[src/design/flcpu_pkg.sv]
// Shared types, constants and the sine table function of the camera pose block.
// Used by the controller, the datapath and the top level; depends on nothing.
package flcpu_pkg;

	localparam int SINE_ENTRIES_DEF = 1024;

	localparam logic [7:0] REG_LOOK_SENS  = 8'd0;
	localparam logic [7:0] REG_MOVE_SPEED = 8'd1;

	localparam logic [15:0] SENS_RST  = 16'd6554;
	localparam logic [15:0] SPEED_RST = 16'd640;

	localparam logic signed [24:0] YAW_RST  = -25'sd5898240;
	localparam logic signed [31:0] POSZ_RST = 32'sd196608;

	localparam logic signed [34:0] HALF_TURN_W = 35'sd11796480;
	localparam logic signed [25:0] HALF_TURN_A = 26'sd11796480;
	localparam logic [47:0]        HALF_TURN_U = 48'd11796480;
	localparam logic signed [25:0] FULL_TURN_A = 26'sd23592960;
	localparam logic signed [25:0] QUARTER_A   = 26'sd5898240;
	localparam logic signed [23:0] PITCH_MAX   = 24'sd5832704;

	localparam int              DIV_TURN     = 45;
	localparam logic [20:0]     RECIP45_IDX  = 21'd1491308;
	localparam logic [14:0]     RECIP45_WRAP = 15'd23302;
	localparam logic signed [15:0] WRAP_BIAS = 16'sd9000;
	localparam logic signed [15:0] WRAP_QOFF = 16'sd200;

	localparam int KEY_FWD   = 0;
	localparam int KEY_BACK  = 1;
	localparam int KEY_RIGHT = 2;
	localparam int KEY_LEFT  = 3;
	localparam int KEY_UP    = 4;
	localparam int KEY_DOWN  = 5;

	typedef enum logic [3:0] {
		OP_NONE, OP_ANGLE, OP_WRAP, OP_IDX_T, OP_IDX_Q, OP_IDX_FIX, OP_ROM, OP_STORE,
		OP_FX, OP_FZ, OP_SPEED, OP_MUL_LO, OP_MUL_HI, OP_POS
	} op_t;

	typedef enum logic [1:0] {
		LK_SIN_YAW, LK_COS_YAW, LK_SIN_PITCH, LK_COS_PITCH
	} lk_sel_t;

	typedef enum logic [2:0] {
		TM_FX, TM_FY, TM_FZ, TM_RX, TM_RZ
	} term_t;

	typedef struct packed {
		logic    load;
		op_t     op;
		lk_sel_t sel;
		term_t   term;
	} cmd_t;

	function automatic logic signed [15:0] sine_from_phase(input logic [63:0] p);
		logic [63:0] q;
		logic [63:0] r;
		logic [63:0] x;
		logic [63:0] x2;
		logic [63:0] tm;
		logic signed [63:0] s;
		q = (p >> 30) & 64'd3;
		r = p & 64'h3FFF_FFFF;
		if (q[0]) begin
			r = 64'h4000_0000 - r;
		end
		x = (r * 64'd1686629713) >> 30;
		x2 = (x * x) >> 30;
		tm = x;
		s = $signed(x);
		tm = ((tm * x2) >> 30) / 64'd6;
		s = s - $signed(tm);
		tm = ((tm * x2) >> 30) / 64'd20;
		s = s + $signed(tm);
		tm = ((tm * x2) >> 30) / 64'd42;
		s = s - $signed(tm);
		tm = ((tm * x2) >> 30) / 64'd72;
		s = s + $signed(tm);
		tm = ((tm * x2) >> 30) / 64'd110;
		s = s - $signed(tm);
		tm = ((tm * x2) >> 30) / 64'd156;
		s = s + $signed(tm);
		if (s < 0) begin
			s = 0;
		end
		if (s > 64'sh4000_0000) begin
			s = 64'sh4000_0000;
		end
		s = (s + 64'sd32768) >>> 16;
		return (q >= 64'd2) ? -s[15:0] : s[15:0];
	endfunction

	function automatic logic signed [31:0] sat_add(input logic signed [31:0] p,
			input logic signed [33:0] d);
		logic signed [34:0] v;
		v = 35'(p) + 35'(d);
		if (v > 35'sh0_7FFF_FFFF) begin
			v = 35'sh0_7FFF_FFFF;
		end
		if (v < -35'sh0_8000_0000) begin
			v = -35'sh0_8000_0000;
		end
		return v[31:0];
	endfunction

endpackage

[src/design/flcpu_ctrl.sv]
// Sequencer of the camera pose block: steps the datapath through one tick.
// Depends on flcpu_pkg for the command types.
module flcpu_ctrl (
	input  logic             clk,
	input  logic             arst_n,
	input  logic             in_valid,
	output logic             in_ready,
	input  logic             out_free,
	output flcpu_pkg::cmd_t  cmd
);
	import flcpu_pkg::*;

	typedef enum logic [3:0] {
		ST_IDLE, ST_ANGLE, ST_WRAP, ST_IDX_T, ST_IDX_Q, ST_IDX_FIX, ST_ROM, ST_STORE,
		ST_FX, ST_FZ, ST_SPEED, ST_MUL_LO, ST_MUL_HI, ST_POS
	} state_t;

	state_t  state_q;
	lk_sel_t sel_q;
	term_t   term_q;

	assign in_ready = (state_q == ST_IDLE);

	always_comb begin
		cmd.load = (state_q == ST_IDLE) && in_valid;
		cmd.sel = sel_q;
		cmd.term = term_q;
		case (state_q)
			ST_ANGLE:   cmd.op = OP_ANGLE;
			ST_WRAP:    cmd.op = OP_WRAP;
			ST_IDX_T:   cmd.op = OP_IDX_T;
			ST_IDX_Q:   cmd.op = OP_IDX_Q;
			ST_IDX_FIX: cmd.op = OP_IDX_FIX;
			ST_ROM:     cmd.op = OP_ROM;
			ST_STORE:   cmd.op = OP_STORE;
			ST_FX:      cmd.op = OP_FX;
			ST_FZ:      cmd.op = OP_FZ;
			ST_SPEED:   cmd.op = OP_SPEED;
			ST_MUL_LO:  cmd.op = OP_MUL_LO;
			ST_MUL_HI:  cmd.op = OP_MUL_HI;
			ST_POS:     cmd.op = out_free ? OP_POS : OP_NONE;
			default:    cmd.op = OP_NONE;
		endcase
	end

	always_ff @(posedge clk or negedge arst_n) begin
		if (!arst_n) begin
			state_q <= ST_IDLE;
			sel_q <= LK_SIN_YAW;
			term_q <= TM_FX;
		end else begin
			case (state_q)
				ST_IDLE: begin
					if (in_valid) begin
						state_q <= ST_ANGLE;
					end
				end
				ST_ANGLE:   state_q <= ST_WRAP;
				ST_WRAP: begin
					sel_q <= LK_SIN_YAW;
					state_q <= ST_IDX_T;
				end
				ST_IDX_T:   state_q <= ST_IDX_Q;
				ST_IDX_Q:   state_q <= ST_IDX_FIX;
				ST_IDX_FIX: state_q <= ST_ROM;
				ST_ROM:     state_q <= ST_STORE;
				ST_STORE: begin
					if (sel_q == LK_COS_PITCH) begin
						state_q <= ST_FX;
					end else begin
						sel_q <= lk_sel_t'(sel_q + 2'd1);
						state_q <= ST_IDX_T;
					end
				end
				ST_FX:      state_q <= ST_FZ;
				ST_FZ:      state_q <= ST_SPEED;
				ST_SPEED: begin
					term_q <= TM_FX;
					state_q <= ST_MUL_LO;
				end
				ST_MUL_LO:  state_q <= ST_MUL_HI;
				ST_MUL_HI: begin
					if (term_q == TM_RZ) begin
						state_q <= ST_POS;
					end else begin
						term_q <= term_t'(term_q + 3'd1);
						state_q <= ST_MUL_LO;
					end
				end
				ST_POS: begin
					if (out_free) begin
						state_q <= ST_IDLE;
					end
				end
				default:    state_q <= ST_IDLE;
			endcase
		end
	end

endmodule

[config.mk]
export PLATFORM = sky130hd
export DESIGN_NAME = flcpu_ctrl
export DESIGN_NICKNAME = d
export VERILOG_FILES = /design/src/design/flcpu_pkg.sv /design/src/design/flcpu_ctrl.sv
export SDC_FILE = /design/constraint.sdc
export NUM_CORES = 1
export LEC_CHECK = 0
export ABC_CLOCK_PERIOD_IN_PS = 1250
export BUFFER_PORTS_ARGS = -buffer_cell sky130_fd_sc_hd__clkbuf_2
export CAP_MARGIN = 20
export CORE_UTILIZATION = 35
export CTS_BUF_LIST = sky130_fd_sc_hd__clkbuf_8
export DETAILED_ROUTE_END_ITERATION = 10
export PLACE_DENSITY = 0.67
export SLEW_MARGIN = 40
export SYNTH_ARGS = -nofsm -noshare
export SYNTH_HDL_FRONTEND = slang
export SYNTH_SLANG_ARGS = --single-unit
[constraint.sdc]
create_clock -name clk -period 1.25 [get_ports clk]
set_input_delay 0.0625 -clock clk [delete_from_list [all_inputs] [get_ports clk]]
set_output_delay 0.0625 -clock clk [all_outputs]
set_load 0.03 [all_outputs]
==> results.json, run 1 <==
{
  "mapped_nets": 79,
  "skew_ns": 0.00508,
  "cp_cell_sequence": "nor4_4 > and2_4 > buf_8",
  "failed_checks": "setup timing",
  "syn2layout_area_growth_pct": 74.2,
  "cp_max_fo": 5,
  "max-clock-path-buffers": 2,
  "vdd_ir_drop_max_uv": 1680,
  "clk_pin_slew_worst_paths_ns": 0.04,
  "syn_inst": 72,
  "setup_viol": 10,
  "setup.worst_path.class": "reg -> out",
  "floorplan.io_pins": 15,
  "cts_htree_levels": 1,
  "drc_errors": 0,
  "end_kind": "output pin",
  "cap_viol_max_count": 0,
  "tightest_slew_ns": 0.240,
  "start_kind": "flop",
  "initial_utilization_pct": 39.5,
  "finalInstanceArea_um2": 1100,
  "grt_start_max_net_pins": 10,
  "place.gp.congestion": 0.827,
  "synth_sequential_area_ratio_pct": 35.8,
  "tritoncts_clock_tree": "done",
  "number_of_clock_buffers_inserted_by_tritoncts": 3,
  "synth_largest_type_area_fraction_pct": 35.8,
  "finalMaxSlewViolations": 0,
  "mostFrequentLayoutCell": "sky130_fd_sc_hd__buf_4",
  "worst_slack_setup_final_ns": -0.0727,
  "clkSinkCount": 9,
  "num-nets-final": 119,
  "layout.cells.most_common_list": "sky130_fd_sc_hd__buf_4 (20), sky130_fd_sc_hd__clkbuf_2 (8), sky130_fd_sc_hd__dfrtp_2 (8)",
  "routedWlPerCell_um": 13.2,
  "placed_cells": 117,
  "placementRows": 14,
  "critPathArrivalTime_ns": 1.26,
  "initialDrtViolationCount": 18,
  "yosys.area.top_type": "sky130_fd_sc_hd__dfrtp_1",
  "setup_tns_ns": -0.262,
  "ys_ff_latch": 9,
  "min_path_type": "in -> async",
  "cpPeakStageDelay_ns": 0.46,
  "floorplan.die.height_um": 44.4,
  "antenna-diode-count": 0,
  "p_leak_nw": 0.503,
  "cts_root_buffer_type": "sky130_fd_sc_hd__clkbuf_8",
  "detailed_place.area_um2": 818,
  "post_synth_main_area_contributors": "sky130_fd_sc_hd__dfrtp_1 (36%), sky130_fd_sc_hd__a21oi_1 (7.2%), sky130_fd_sc_hd__ha_1 (6.0%), sky130_fd_sc_hd__mux2i_1 (4.8%), sky130_fd_sc_hd__inv_1 (4.2%)",
  "number_of_global_route_vias_before_repair": 627,
  "fp.dieArea_um2": 1970,
  "grt_remaining_overflow": 0,
  "clock_latency_ns": 0.23,
  "cp_num_buf_inv": 1,
  "syn-cell-area_um2": 629,
  "layout-drive-gt1-share_pct": 63.1,
  "critical-path-slowest-cell": "sky130_fd_sc_hd__dfrtp_2",
  "ys_types": 32,
  "final.min_clock_period_ns": 1.32,
  "synth_warnings": 0,
  "worst_ep_required_ns": 1.19,
  "final-instance-count-excl-fill": 135,
  "first_pass_grt_wire_length_um": 2570,
  "reg_to_reg_slack_setup_ns": -0.03,
  "vias_per_cell": 5.03,
  "rsz0062_at_grt": "true",
  "status": "finished with violations",
  "global_route.usage.total_pct": 18.4,
  "synthesis.area_per_instance_um2": 8.74,
  "antenna_found_initial": 0,
  "chipWidth_um": 44.4,
  "core_um2": 1590,
  "aggregate_routed_wire_length_um": 1780,
  "utilization_pct": 68.8,
  "pwr_density_cell_nw_per_um2": 2570,
  "dp_hpwl_um": 1050,
  "final_number_of_hold_violating_endpoints": 0,
  "fillers": 111,
  "layout_worst_path_cycle_share_pct": 106,
  "crit_family": "flip-flops",
  "drt-pass1-iter-count": 4,
  "clock.fmax_ghz": 0.756,
  "numPortBuffers": 14,
  "slew_headroom_pct": 84.0,
  "via_count": 679,
  "drt.antenna.violating_nets": 0
}
## power by group
group	leakage (nW)	switching [mW]	internal, mW
sequential	0.102	0.170	0.413
clock	0.0269	0.104	0.213
combinational	0.374	0.984	0.938
total	0.503	1.26	1.56
## layout make-up
type                    instances  area (um^2)  share of cell area, %
multi-input cells              51          438                   40.0
repair buffers                 39          312                   28.4
flip-flops and latches          9          235                   21.5
clock buffers                   3         41.3                   3.77
inverters                       8         36.3                   3.31
well taps                      24         30.0                   2.74
clock inverters                 1         3.75                  0.342
## metrics by stage
stage               hold slack [ns]  setup WS (ns)  total power, mW
detailed placement          -0.0746        -0.0163             1.83
finish                        0.217        -0.0727             2.82
floorplan                    -0.233         -0.148             1.48
global route                  0.230         -0.115             2.99
CTS                           0.221        -0.0911             2.48
global placement            -0.0749        0.00821             1.82
## cells by family (layout without fill, tap and decap cells)
kind of cell | after synthesis | in the layout | synth area share, %
AO/OA/AOI/OAI | 22 | 22 | 22.5
flip-flops | 9 | 9 | 35.8
AND/OR/NAND/NOR | 23 | 23 | 21.7
adder cells (fa/ha/maj) | 3 | 3 | 5.96
buffers and inverters | 12 | 51 | 9.34
multiplexers | 3 | 3 | 4.77
## what timing repair did
item                                    4_1_cts  5_1_grt
gates resized for setup                      18       18
hold endpoints to repair                      9        0
pin swaps                                     7        6
hold buffers                                  1        0
setup buffers                                 9        4
endpoints found under the setup margin        9       15
## Yosys cell counts (all sizes together)
library cell  n
a21boi        1
nor2          3
nand4         1
a211oi        2
o31ai         1
a31oi         1
inv           8
ha            3
nor2b         1
nand2b        4
buf           4
o21bai        1
o22ai         3
dfrtp         9
nor3b         1
a21o          1
o21ai         1
nand4bb       1
nand2         6
a32oi         1
and4bb        1
nor3          2
nor4          1
a22oi         1
a21oi         9
mux2i         3
and2          1
nand3         1
## final timing paths
| check | startpoint | end | cells after the start |
|---|---|---|---|
| setup / recovery | state_q[1]$_DFFE_PN0P_ | cmd[9] | 3 |
| hold / removal | arst_n | term_q[2]$_DFFE_PN0P_ | 2 |
| setup reg to reg | state_q[1]$_DFFE_PN0P_ | term_q[2]$_DFFE_PN0P_ | 4 |
| hold reg to reg | term_q[0]$_DFFE_PN0P_ | term_q[0]$_DFFE_PN0P_ | 2 |
| max in group asynchronous | arst_n | state_q[0]$_DFFE_PN0P_ | 2 |
| min in group clk | in_valid | state_q[0]$_DFFE_PN0P_ | 4 |
## sequential cells by signal (all words and copies together) (netlist names)
register  flops
term_q        3
sel_q         2
state_q       4
## per-layer routing
layer,track usage [%],share of wire (%),vias up
li1,-,-,334
met1,22.8,44,311
met2,29.1,49,30
met3,4.90,6.0,4
met4,10.3,1.7,0
met5,0,0,-
Note: power is estimated with default switching activity, not from simulation.
==> run 2: changes to the inputs <==
--- a/config.mk
+++ b/config.mk
@@ -8,11 +8,11 @@
 export ABC_CLOCK_PERIOD_IN_PS = 1250
 export BUFFER_PORTS_ARGS = -buffer_cell sky130_fd_sc_hd__clkbuf_2
 export CAP_MARGIN = 20
-export CORE_UTILIZATION = 35
+export CORE_UTILIZATION = 48
 export CTS_BUF_LIST = sky130_fd_sc_hd__clkbuf_8
 export DETAILED_ROUTE_END_ITERATION = 10
-export PLACE_DENSITY = 0.67
-export SLEW_MARGIN = 40
+export PLACE_DENSITY = 0.85
+export SLEW_MARGIN = 20
 export SYNTH_ARGS = -nofsm -noshare
 export SYNTH_HDL_FRONTEND = slang
 export SYNTH_SLANG_ARGS = --single-unit
==> results.json, run 2 (synthesis gave the netlist of run 1 again) <==
{
  "drc_errors": 0,
  "vias_per_cell": 6.76,
  "net_switching_power_mw": 1.48,
  "antenna_found_initial": 0,
  "vdd_ir_drop_max_uv": 1990,
  "fp.dieArea_um2": 1460,
  "cts_htree_levels": 1,
  "slew_headroom_pct": 82.4,
  "mostFrequentLayoutCell": "sky130_fd_sc_hd__buf_4",
  "cts_root_buffer_type": "sky130_fd_sc_hd__clkbuf_8",
  "grt_start_max_net_pins": 10,
  "number_of_global_route_vias_before_repair": 789,
  "path_common_cell": "sky130_fd_sc_hd__buf_6",
  "worst_ep_required_ns": 1.35,
  "worst_slack_setup_final_ns": -0.140,
  "critical-path-slowest-cell": "sky130_fd_sc_hd__dfrtp_2",
  "layout_worst_path_cycle_share_pct": 111,
  "cpPeakStageDelay_ns": 0.46,
  "grt_remaining_overflow": 0,
  "switching_share_pct": 48.8,
  "num-nets-final": 119,
  "comb_power_share_pct": 68.5,
  "drt.antenna.violating_nets": 0,
  "seqCellArea_um2": 235,
  "antenna-diode-count": 0,
  "largest_reg_flops": 4,
  "clk_pin_slew_worst_paths_ns": 0.05,
  "routedWlPerCell_um": 23.4,
  "aggregate_routed_wire_length_um": 2930,
  "min_path_type": "in -> async",
  "initialDrtViolationCount": 54,
  "place.gp.congestion": 0.858,
  "largest_register": "state_q",
  "number_of_clock_buffers_inserted_by_tritoncts": 3,
  "global_route.usage.total_pct": 36.5,
  "cap_viol_max_count": 0,
  "hold-worst-slack_ns": 0.221,
  "placementRows": 12,
  "numPortBuffers": 14,
  "skew_ns": 0.00443,
  "syn2layout_area_growth_pct": 73.0,
  "reg_to_reg_slack_setup_ns": -0.14,
  "internal_power_mw": 1.55,
  "pwr_density_cell_nw_per_um2": 2790,
  "final.min_clock_period_ns": 1.39,
  "end_kind": "flop",
  "initial_utilization_pct": 54.4,
  "p_leak_nw": 0.503,
  "status": "finished with violations",
  "finalMaxSlewViolations": 0,
  "setup_viol": 14,
  "layout-drive-gt1-share_pct": 64.0,
  "first_pass_grt_wire_length_um": 3570,
  "drt-pass1-iter-count": 4,
  "fillers": 38,
  "dp_hpwl_um": 1110,
  "floorplan.die.height_um": 38.2,
  "tritoncts_clock_tree": "done",
  "layout.cells.most_common_list": "sky130_fd_sc_hd__buf_4 (22), sky130_fd_sc_hd__clkbuf_2 (8), sky130_fd_sc_hd__dfrtp_2 (8)",
  "start_kind": "flop",
  "rsz0062_at_grt": "true",
  "core_um2": 1160,
  "cp_num_buf_inv": 2,
  "final_number_of_hold_violating_endpoints": 0,
  "crit_family": "flip-flops",
  "failed_checks": "setup timing",
  "max-clock-path-buffers": 2,
  "cp_max_fo": 4,
  "setup.worst_path.class": "reg -> reg",
  "cp_cell_sequence": "buf_6 > buf_6 > and4bb_1 > a22oi_1 > o22ai_1",
  "p_seq_share_pct": 20.5,
  "critPathArrivalTime_ns": 1.49,
  "p_clk_share_pct": 11.0,
  "chipWidth_um": 38.2,
  "via_count": 845,
  "multi_input_comb_area_um2": 447,
  "floorplan.io_pins": 15,
  "clock_latency_ns": 0.23,
  "clkSinkCount": 9,
  "tightest_slew_ns": 0.262,
  "dp_slack_ns": 0.0134,
  "clock.fmax_ghz": 0.720,
  "top_regs": "state_q x4, term_q x3, sel_q x2"
}
[run 2: repair_timing]
action                                  CTS  global route
endpoints found under the hold margin     9             0
pin swaps                                 8             7
hold buffers                              1             0
endpoints found under the setup margin    5            14
resized for setup                        15            25
buffers inserted                         12             2
[run 2: worst paths after layout]
kind,to,cells after the start,startpoint
worst max-delay path,sel_q[1]$_DFFE_PN0P_,5,state_q[1]$_DFFE_PN0P_
worst min-delay path,term_q[2]$_DFFE_PN0P_,2,arst_n
worst max register to register,sel_q[1]$_DFFE_PN0P_,5,state_q[1]$_DFFE_PN0P_
worst min register to register,term_q[0]$_DFFE_PN0P_,2,term_q[0]$_DFFE_PN0P_
max in group asynchronous,state_q[2]$_DFFE_PN0P_,2,arst_n
min in group clk,state_q[0]$_DFFE_PN0P_,4,in_valid
[run 2: power groups by stage]
stage          clock network (mW)  logic [mW]  registers (mW)
2_1_floorplan                   0       0.862           0.616
3_5_place_dp                    0        1.22           0.614
3_3_place_gp                    0        1.19           0.604
4_1_cts                     0.325        1.63           0.564
5_1_grt                     0.350        2.18           0.616
6_report                    0.334        2.08           0.623
[run 2: area by class of cell]
type	count	area share [%]
multi-input cells	51	41.0
clock inverters	1	0.460
inverters	8	3.10
clock buffers	3	3.79
well taps	14	1.61
repair buffers	39	28.4
flip-flops and latches	9	21.6
[run 2: per-layer routing]
metal	part of all wire [%]	track usage, %	wire [um]	vias up
met3	12	8.14	344	36
met5	0	0	0	-
met2	48	62.3	1410	89
met4	8.0	20.5	235	0
li1	-	-	-	335
met1	32	41.4	939	385
[run 2: stage by stage]
stage	setup TNS, ns	power, mW	util (%)	std cells	cell area [um^2]
3_5_place_dp	0	1.83	69.0	106	798
6_report	-0.927	3.04	94.2	125	1090
5_1_grt	-1.47	3.14	94.2	125	1090
3_3_place_gp	0	1.79	69.0	106	798
4_1_cts	-0.212	2.52	87.0	123	1010
2_1_floorplan	-0.398	1.48	-	72	671
